$ cat config.mk
export PLATFORM = sky130hd
export DESIGN_NAME = sac_front
export DESIGN_NICKNAME = d
export VERILOG_FILES = /design/src/sv/sac_pkg.sv /design/src/sv/sac_front.sv
export SDC_FILE = /design/constraint.sdc
export NUM_CORES = 1
export LEC_CHECK = 0
export ABC_AREA = 0
export BUFFER_PORTS_ARGS = -buffer_cell sky130_fd_sc_hd__clkbuf_2
export CAP_MARGIN = 0
export CORE_AREA = 2 2 194 339
export CTS_BUF_LIST = sky130_fd_sc_hd__clkbuf_2 sky130_fd_sc_hd__clkbuf_4 sky130_fd_sc_hd__clkbuf_8
export CTS_CLUSTER_SIZE = 16
export DETAILED_ROUTE_END_ITERATION = 10
export DIE_AREA = 0 0 196 341
export PLACE_DENSITY_LB_ADDON = 0.08
export SYNTH_ARGS = -nofsm -noshare
export SYNTH_HDL_FRONTEND = slang
export SYNTH_SLANG_ARGS = --single-unit
$ cat constraint.sdc
create_clock -name clk -period 17.36 [get_ports clk]
set_input_delay 1.736 -clock clk [delete_from_list [all_inputs] [get_ports clk]]
set_output_delay 1.736 -clock clk [all_outputs]
set_load 0.005 [all_outputs]
$ cat src/sv/sac_pkg.sv
// Shared constants and types for the set-associative cache unit.
package sac_pkg;
    localparam int MAX_SETS_LOG2 = 10;
    localparam int MAX_WAYS = 8;
    localparam int ADDR_WIDTH = 48;
    localparam int WAY_W = (MAX_WAYS > 1) ? $clog2(MAX_WAYS) : 1;
    localparam int SET_W = (MAX_SETS_LOG2 > 0) ? MAX_SETS_LOG2 : 1;
    localparam int LINES = (1 << MAX_SETS_LOG2) * MAX_WAYS;
    localparam int LINE_W = $clog2(LINES);
    localparam int CNT_W = 32;
    localparam int CFG_W = 4;
    localparam int IDX_W = 3;
    localparam logic [IDX_W-1:0] REG_LINE_LOG2 = 3'd0;
    localparam logic [IDX_W-1:0] REG_SETS_LOG2 = 3'd1;
    localparam logic [IDX_W-1:0] REG_WAYS = 3'd2;
    localparam logic [IDX_W-1:0] REG_USE_LRU = 3'd3;
    localparam logic [IDX_W-1:0] REG_PREFETCH = 3'd4;
    localparam int ENT_W = 1 + ADDR_WIDTH + CNT_W;

    typedef struct packed {
        logic [ADDR_WIDTH-1:0] tag;
        logic [SET_W-1:0] set;
        logic is_write;
    } req_t;

    typedef struct packed {
        logic [3:0] line_log2;
        logic [3:0] slog;
        logic [WAY_W:0] ways;
        logic use_lru;
        logic prefetch_on;
    } cfg_t;
endpackage

$ cat src/sv/sac_front.sv
// Front end: config registers, address split, request queue.
module sac_front (
    input  logic clk,
    input  logic rst_n,
    input  logic cfg_we,
    input  logic [sac_pkg::IDX_W-1:0] cfg_index,
    input  logic [sac_pkg::CFG_W-1:0] cfg_data,
    input  logic in_valid,
    output logic in_stall,
    input  logic [sac_pkg::ADDR_WIDTH-1:0] access_address,
    input  logic is_write,
    output sac_pkg::cfg_t cfg,
    output logic q_valid,
    input  logic q_pop,
    output sac_pkg::req_t q_dem,
    output sac_pkg::req_t q_pf
);
    import sac_pkg::*;
    logic [3:0] line_reg, slog_reg, ways_reg;
    logic lru_reg, pf_reg;
    req_t d_reg [2];
    req_t p_reg [2];
    logic [1:0] cnt_reg;
    logic wp_reg, rp_reg;
    logic [3:0] slog;
    logic [ADDR_WIDTH-1:0] pa, blk, pblk;
    req_t dn, pn;
    logic push;

    always_ff @(posedge clk or negedge rst_n)
    begin
        if (!rst_n)
        begin
            line_reg <= 4'd5;
            slog_reg <= 4'd4;
            ways_reg <= 4'd2;
            lru_reg <= 1'b1;
            pf_reg <= 1'b0;
        end
        else if (cfg_we)
        begin
            unique case (cfg_index)
                REG_LINE_LOG2: line_reg <= cfg_data;
                REG_SETS_LOG2: slog_reg <= cfg_data;
                REG_WAYS:      ways_reg <= cfg_data;
                REG_USE_LRU:   lru_reg <= cfg_data[0];
                REG_PREFETCH:  pf_reg <= cfg_data[0];
                default: ;
            endcase
        end
    end

    always_comb
    begin
        slog = (slog_reg > 4'(MAX_SETS_LOG2)) ? 4'(MAX_SETS_LOG2) : slog_reg;
        cfg.line_log2 = line_reg;
        cfg.slog = slog;
        if (ways_reg == 4'd0)
            cfg.ways = (WAY_W+1)'(1);
        else if (ways_reg > 4'(MAX_WAYS))
            cfg.ways = (WAY_W+1)'(MAX_WAYS);
        else
            cfg.ways = (WAY_W+1)'(ways_reg);
        cfg.use_lru = lru_reg;
        cfg.prefetch_on = pf_reg;
        pa = access_address + (ADDR_WIDTH'(1) << line_reg);
        blk = access_address >> line_reg;
        pblk = pa >> line_reg;
        dn.tag = blk >> slog;
        dn.set = SET_W'(blk & ((ADDR_WIDTH'(1) << slog) - 1'b1));
        dn.is_write = is_write;
        pn.tag = pblk >> slog;
        pn.set = SET_W'(pblk & ((ADDR_WIDTH'(1) << slog) - 1'b1));
        pn.is_write = 1'b0;
    end

    assign in_stall = (cnt_reg == 2'd2);
    assign push = in_valid && !in_stall;
    assign q_valid = (cnt_reg != 2'd0);
    assign q_dem = d_reg[rp_reg];
    assign q_pf = p_reg[rp_reg];

    always_ff @(posedge clk)
    begin
        if (push)
        begin
            d_reg[wp_reg] <= dn;
            p_reg[wp_reg] <= pn;
        end
    end

    always_ff @(posedge clk or negedge rst_n)
    begin
        if (!rst_n)
        begin
            cnt_reg <= 2'd0;
            wp_reg <= 1'b0;
            rp_reg <= 1'b0;
        end
        else
        begin
            if (push)
                wp_reg <= !wp_reg;
            if (q_pop && q_valid)
                rp_reg <= !rp_reg;
            cnt_reg <= cnt_reg + 2'(push) - 2'(q_pop && q_valid);
        end
    end
endmodule

==> flow_metrics.py, run 1 <==
metrics = {
    "logic_synthesis": {
        "yosys.area.top_type": "edfxtp_1",
        "ys_async_sr_fraction_pct": 7.143,
        "avgSynthCellArea_sq_um": 8.766,
        "synth_area_sq_um": 22250,
        "synth_top_area_share_pct": 31.58,
        "synth.distinct_cells": 105,
        "syn-num-nets": 2619,
        "synth_common_cells": "nand2_1 (275), nor2_1 (271), edfxtp_1 (234)",
        "synthFlopType": "edfxtp_1",
        "yosys_warnings": 0,
        "ys_ff_latch": 252,
        "synth_edf_count": 234,
        "ys_seq_area_share_pct": 33.64,
        "ys_top_cells_by_area": "edfxtp_1 (32%), mux2_2 (8.5%), mux2i_1 (6.6%), nand2_1 (4.6%), nor2_1 (4.6%)",
        "synthCells": 2538,
        "yosysMostFrequentCell": "nand2_1",
    },
    "clocking": {
        "cts.hold.buffers_added": 0,
        "htreeDepth": 2,
        "cts_buffers": 37,
        "cts_sinks": 252,
        "clockBufferDepth": 3,
        "cts_tree": "built",
        "post_cts_buffers": 0,
        "clock_latency_ns": 0.57,
        "post_cts_resized": 0,
        "path_clk_slew_ns": 0.07,
        "clockRootBuffer": "clkbuf_8",
    },
    "hold_path": {
        "hold_class": "register to register",
    },
    "cells_and_area": {
        "syn_to_final_growth_pct": 9.915,
        "drive_above_1_share_pct": 21.25,
        "nets": 2676,
        "largest_reg_flops": 118,
    },
    "placed_design": {
        "dpl.hpwl_um": 79230,
        "finalWeightedCongestion": 1.018,
        "dp_slack_ns": 9.291,
        "port_buffers": 193,
    },
    "timing": {
        "fin_tns_setup_ns": 0,
        "slew-limit-headroom_pct": 15.29,
        "max_freq_mhz": 121.2,
        "setup_slack_ns": 9.108,
        "tightest_slew_ns": 1.257,
        "drv_slew": 0,
        "fin_crit_sh_pct": 47.53,
        "setup_viol": 0,
        "timing_hold_violations_final": 0,
        "rsz0062_at_grt": "no",
        "skew_ns": 0.02908,
        "finalWorstPathRequiredPeriod_ns": 8.252,
    },
    "global_routing": {
        "grt_antenna_before_repair": 2,
        "grtUsageMet1_pct": 33.74,
        "top_usage_layer": "met2",
        "grt.met2_usage_pct": 51.34,
        "grt_use_met3_pct": 2.629,
        "grt_pass1_vias": 21377,
        "grt_pass1_wl_um": 147400,
        "grt_usage_pct": 29.80,
        "grt_max_degree": 73,
        "grt_overflow": 0,
    },
    "setup_path": {
        "required_ns": 17.65,
        "worstSetupPathType": "register to register",
        "critPathLaunchType": "register",
        "critical_path_arrival_ns": 8.54,
        "cp_max_fo": 57,
        "crit_path_end_kind": "register",
    },
    "floorplan": {
        "start_util_pct": 34.75,
        "dieHeight_um": 341,
        "die-area_sq_um": 66840,
        "rows": 123,
        "ios": 195,
        "die_w_um": 196,
        "core_area_sq_um": 64020,
    },
    "route": {
        "drt_iter0_markers": 1791,
        "wl_per_cell_um": 29.83,
        "via_count": 21791,
        "wirelength_um": 102300,
        "drc": 0,
        "vias_per_cell": 6.355,
        "drtAntennaViolNets": 0,
        "drt_pass1_iterations": 5,
    },
    "run_status": {
        "status": "complete, no violations",
    },
    "pwr": {
        "ir_drop_mv": 0.07426,
        "power_density_nw_per_um2": 155.9,
        "leakagePower_nw": 8.890,
    },
    "job": {
        "maxCapViolCount": 0,
    },
}
==> cell usage in the layout (no fill, tap or decap), types with 23 or more instances in the layout <==
master    instances
a211oi_1         47
a21oi_1         162
a31oi_1          36
and2_1           30
buf_4            43
clkbuf_2        193
clkbuf_8         37
edfxtp_1        234
inv_1            26
mux2_2          168
mux2i_1         146
nand2_1         274
nand3_1          71
nand4_1          36
nor2_1          270
nor3_1           73
o211ai_1         44
o21ai_0         153
or3_1            23
==> power breakdown <==
group          total (mW)  internal (mW)  switching [mW]
Combinational        2.24          0.793            1.45
Clock               0.501          0.275           0.226
Sequential           1.07          0.966           0.102
==> cell families (layout without fill, tap and decap cells) <==
| family | Yosys count | in the layout | share of synthesized area [%] |
|---|---|---|---|
| adder cells (fa/ha/maj) | 20 | 20 | 1.159 |
| multiplexers | 333 | 333 | 16.96 |
| AO/OA/AOI/OAI | 775 | 775 | 24.11 |
| buffers and inverters | 253 | 331 | 4.623 |
| flip-flops | 252 | 252 | 33.64 |
| AND/OR/NAND/NOR | 883 | 883 | 18.55 |
| XOR/XNOR | 21 | 21 | 0.9449 |
| other | 1 | 2 | 0.01686 |
==> path summary, 6_finish.rpt <==
path                             startpoint      endpoint  slack (ns)  cells after the start
worst min-delay path            ways_reg[0]   ways_reg[0]        0.52                      1
worst min register to register  ways_reg[0]   ways_reg[0]        0.52                      1
max in group asynchronous             rst_n   line_reg[3]       15.64                      1
min in group asynchronous             rst_n        rp_reg        1.21                      1
worst max register to register  line_reg[0]  p_reg[1][12]        9.11                     16
worst max-delay path            line_reg[0]  p_reg[1][12]        9.11                     16
==> cell type report <==
cell class / instances / area, sq um
clock buffers: 45 / 569.3
repair buffers: 236 / 1289
well taps: 812 / 1016
inverters: 35 / 131.4
clock inverters: 15 / 172.7
diodes: 1 / 2.502
multi-input cells: 2033 / 13770
flip-flops and latches: 252 / 7506
fillers: 6632 / 39570
==> layer usage <==
| layer | share of wire, % | vias to the layer above |
|---|---|---|
| met5 | 0.013 | - |
| met3 | 4.8 | 323 |
| li1 | - | 9862 |
| met4 | 9.3 | 2 |
| met1 | 37 | 10605 |
| met2 | 48 | 999 |
==> critical path, stage by stage, from the launching register on <==
cell,delay [ns]
dfstp_4,0.64
clkinv_1,0.13
buf_4,0.53
nand2_1,0.64
nor3_1,0.87
ha_1,0.51
a21oi_1,0.29
o21ai_1,0.22
a22oi_1,0.73
o211a_1,0.60
xnor2_1,0.20
mux4_2,0.56
a221oi_1,1.04
mux2i_1,0.34
nor2_1,0.17
a211oi_1,0.08
a221o_1,0.37
==> per-stage QoR <==
step | utilization, % | instances | hold WS (ns) | power [mW] | area (sq um)
global placement | 37.03 | 3368 | 0.4902 | 3.291 | 23710
CTS | 38.19 | 3428 | 0.5302 | 3.818 | 24450
floorplan | - | 2538 | 0.4608 | 2.487 | 22250
detailed placement | 37.03 | 3368 | 0.5122 | 3.300 | 23710
global route | 38.20 | 3429 | 0.5584 | 4.035 | 24450
finish | 38.20 | 3429 | 0.5248 | 3.812 | 24450
(Power assumes the default switching activity.)
==> inputs of run 2 (changes only) <==
Settings changed: ABC_AREA 0 to 1, CORE_AREA 2 2 194 339 to 2 2 187 326, DIE_AREA 0 0 196 341 to 0 0 189 328.
Clock period 17.36 ns to 7.7 ns, I/O delays scaled along.
==> run 2 against run 1 <==
  * Critical path depth increased by 9
  * Clock power increased by 110%
  * Maximum frequency increased by 54%
  * Largest cell class unchanged
  * Highest routed layer is now met4
==> flow_metrics.py, run 2 <==
metrics = {
    "run_status": {
        "status": "complete, no violations",
    },
    "cells_and_area": {
        "largest_reg_flops": 118,
        "final_cell_mix": "nand2_1 (1,124), nand3_1 (645), edfxtp_1 (234), clkbuf_2 (193), o21ai_0 (181)",
        "nets": 3198,
        "instances_no_fill": 3925,
        "syn_to_final_growth_pct": 10.18,
        "drive_above_1_share_pct": 14.28,
        "layout_commonest_cell": "nand2_1",
        "fillCellCount": 6489,
        "final_area_sq_um": 22680,
    },
    "logic_synthesis": {
        "synthCells": 3041,
        "yosys_warnings": 0,
        "synth_area_sq_um": 20580,
        "syn-num-nets": 3122,
        "synth_edf_count": 234,
        "synth.distinct_cells": 45,
        "ys_async_sr_fraction_pct": 7.143,
        "ys_ff_latch": 252,
        "synth_top_area_share_pct": 34.14,
        "ys_seq_area_share_pct": 36.36,
        "yosys.area.top_type": "edfxtp_1",
        "synthFlopType": "edfxtp_1",
        "yosysMostFrequentCell": "nand2_1",
        "synth_common_cells": "nand2_1 (1,124), nand3_1 (645), edfxtp_1 (234)",
        "avgSynthCellArea_sq_um": 6.769,
        "ys_top_cells_by_area": "edfxtp_1 (34%), nand2_1 (20%), nand3_1 (16%), o21ai_0 (4.4%), nand3_2 (3.3%)",
    },
    "timing": {
        "fin_crit_sh_pct": 69.59,
        "setup_viol": 0,
        "finalWorstPathRequiredPeriod_ns": 5.359,
        "rsz0062_at_grt": "no",
        "skew_ns": 0.03361,
        "tightest_slew_ns": 1.201,
        "slew-limit-headroom_pct": 19.09,
        "fin_tns_setup_ns": 0,
        "max_freq_mhz": 186.6,
        "drv_slew": 0,
        "timing_hold_violations_final": 0,
    },
    "global_routing": {
        "grt_pass1_wl_um": 129800,
        "grt_overflow": 0,
        "grt_usage_pct": 27.98,
        "grt_pass1_vias": 20333,
        "grt_antenna_before_repair": 1,
        "grt_max_degree": 118,
    },
    "route": {
        "wirelength_um": 87740,
        "drtAntennaViolNets": 0,
        "via_count": 21126,
        "wl_per_cell_um": 22.35,
        "drt_pass1_iterations": 6,
        "drt_iter0_markers": 1717,
        "vias_per_cell": 5.382,
        "drc": 0,
    },
    "setup_path": {
        "cp_max_fo": 67,
        "critPathLaunchType": "register",
        "crit_path_end_kind": "register",
        "worstSetupPathType": "register to register",
        "critical_path_arrival_ns": 5.62,
        "required_ns": 7.96,
    },
    "clocking": {
        "path_clk_slew_ns": 0.07,
        "clockRootBuffer": "clkbuf_8",
        "htreeDepth": 2,
        "post_cts_resized": 0,
        "cts_buffers": 36,
        "cts_tree": "built",
        "post_cts_buffers": 0,
        "cts_sinks": 252,
        "clock_latency_ns": 0.58,
        "clockBufferDepth": 3,
        "cts.hold.buffers_added": 0,
    },
    "floorplan": {
        "die-area_sq_um": 61990,
        "dieHeight_um": 328,
        "start_util_pct": 34.77,
        "die_w_um": 189,
        "rows": 118,
        "core_area_sq_um": 59200,
        "ios": 195,
    },
    "placed_design": {
        "port_buffers": 193,
        "dpl.hpwl_um": 70090,
        "finalWeightedCongestion": 1.049,
        "placed_cell_area_sq_um": 21970,
        "dp.cells": 3859,
    },
    "pwr": {
        "p_total_mw": 7.620,
        "ir_drop_mv": 0.2094,
        "leakagePower_nw": 10.28,
        "power_density_nw_per_um2": 336.0,
    },
    "hold_path": {
        "hold_class": "input pin to async pin",
    },
    "job": {
        "maxCapViolCount": 0,
    },
}
## run 2: worst max-delay path, stage by stage, from the launching register on
cell     delay, ns
dfstp_4       0.64
inv_2         0.09
buf_4         0.58
nand2_1       0.16
inv_1         0.19
nand2_1       0.18
nor2_1        0.17
ha_1          0.33
nand2_1       0.12
nand3_1       0.22
nand3_1       0.13
nand3_1       0.35
nand2_1       0.22
nand2_1       0.08
nand2_1       0.17
nand2_1       0.10
nand2_1       0.09
nand3_1       0.19
nand2_1       0.12
nand2_1       0.07
nand2_1       0.10
nand2_1       0.07
nand3_1       0.13
nand3_1       0.13
nand3_1       0.13
nand3_1       0.21
## run 2: worst paths after layout
kind | startpoint | to | slack (ns) | cells past startpoint
setup / recovery | line_reg[0] | p_reg[1][30] | 2.34 | 25
hold / removal | rst_n | rp_reg | 0.15 | 1
setup reg to reg | line_reg[0] | p_reg[1][30] | 2.34 | 25
hold reg to reg | lru_reg | lru_reg | 0.49 | 2
max in group asynchronous | rst_n | line_reg[1] | 7.14 | 1
min in group clk | is_write | d_reg[0][0] | 0.40 | 1
## run 2: kinds of logic (layout without fill, tap and decap cells)
kind of cell | after synthesis | count (layout) | synth area share (%)
xor gates and xnor gates | 19 | 19 | 0.8085
DFF | 252 | 252 | 36.36
buffers and inverters | 380 | 483 | 7.623
and+or+nand+nor | 2065 | 2065 | 44.89
adders and majority gates | 20 | 20 | 1.252
other | 1 | 2 | 0.01822
muxes | 37 | 37 | 1.799
AOI/OAI and AO/OA | 267 | 267 | 7.252
## run 2: through the flow
step | hold WS, ns | utilization [%] | setup slack (ns)
final | 0.1500 | 38.30 | 2.341
after global routing | 0.1609 | 38.30 | 1.897
after CTS | 0.1381 | 38.30 | 2.322
after detailed placement | 0.4836 | 37.11 | 2.326
after global placement | 0.4710 | 37.11 | 2.272
after floorplan | 0.4530 | - | 1.264
## run 2: cell type report
type	count	area [sq um]	share of cell area [%]
Clock inverter	15	103.9	0.4579
Multi-Input combinational cell	2409	11580	51.06
Tap cell	780	975.9	4.303
Antenna cell	1	2.502	0.01103
Clock buffer	50	600.6	2.648
Inverter	200	752.0	3.316
Sequential cell	252	7497	33.06
Timing Repair Buffer	218	1166	5.142
## run 2: per-layer routing
metal  wire length (um)  vias up  GRT usage, %
li1                   -    10336             -
met1              34020     9903         32.49
met2              43120      699         48.78
met3               3674      188         2.425
met4               6920        0         18.97
met5                  0        -             0
## run 2: report_power, final
group	switching, mW	internal [mW]	total, mW	leakage [nW]
clock	0.511	0.545	1.06	0.368
combinational	3.02	1.21	4.22	7.50
sequential	0.181	2.16	2.34	2.41
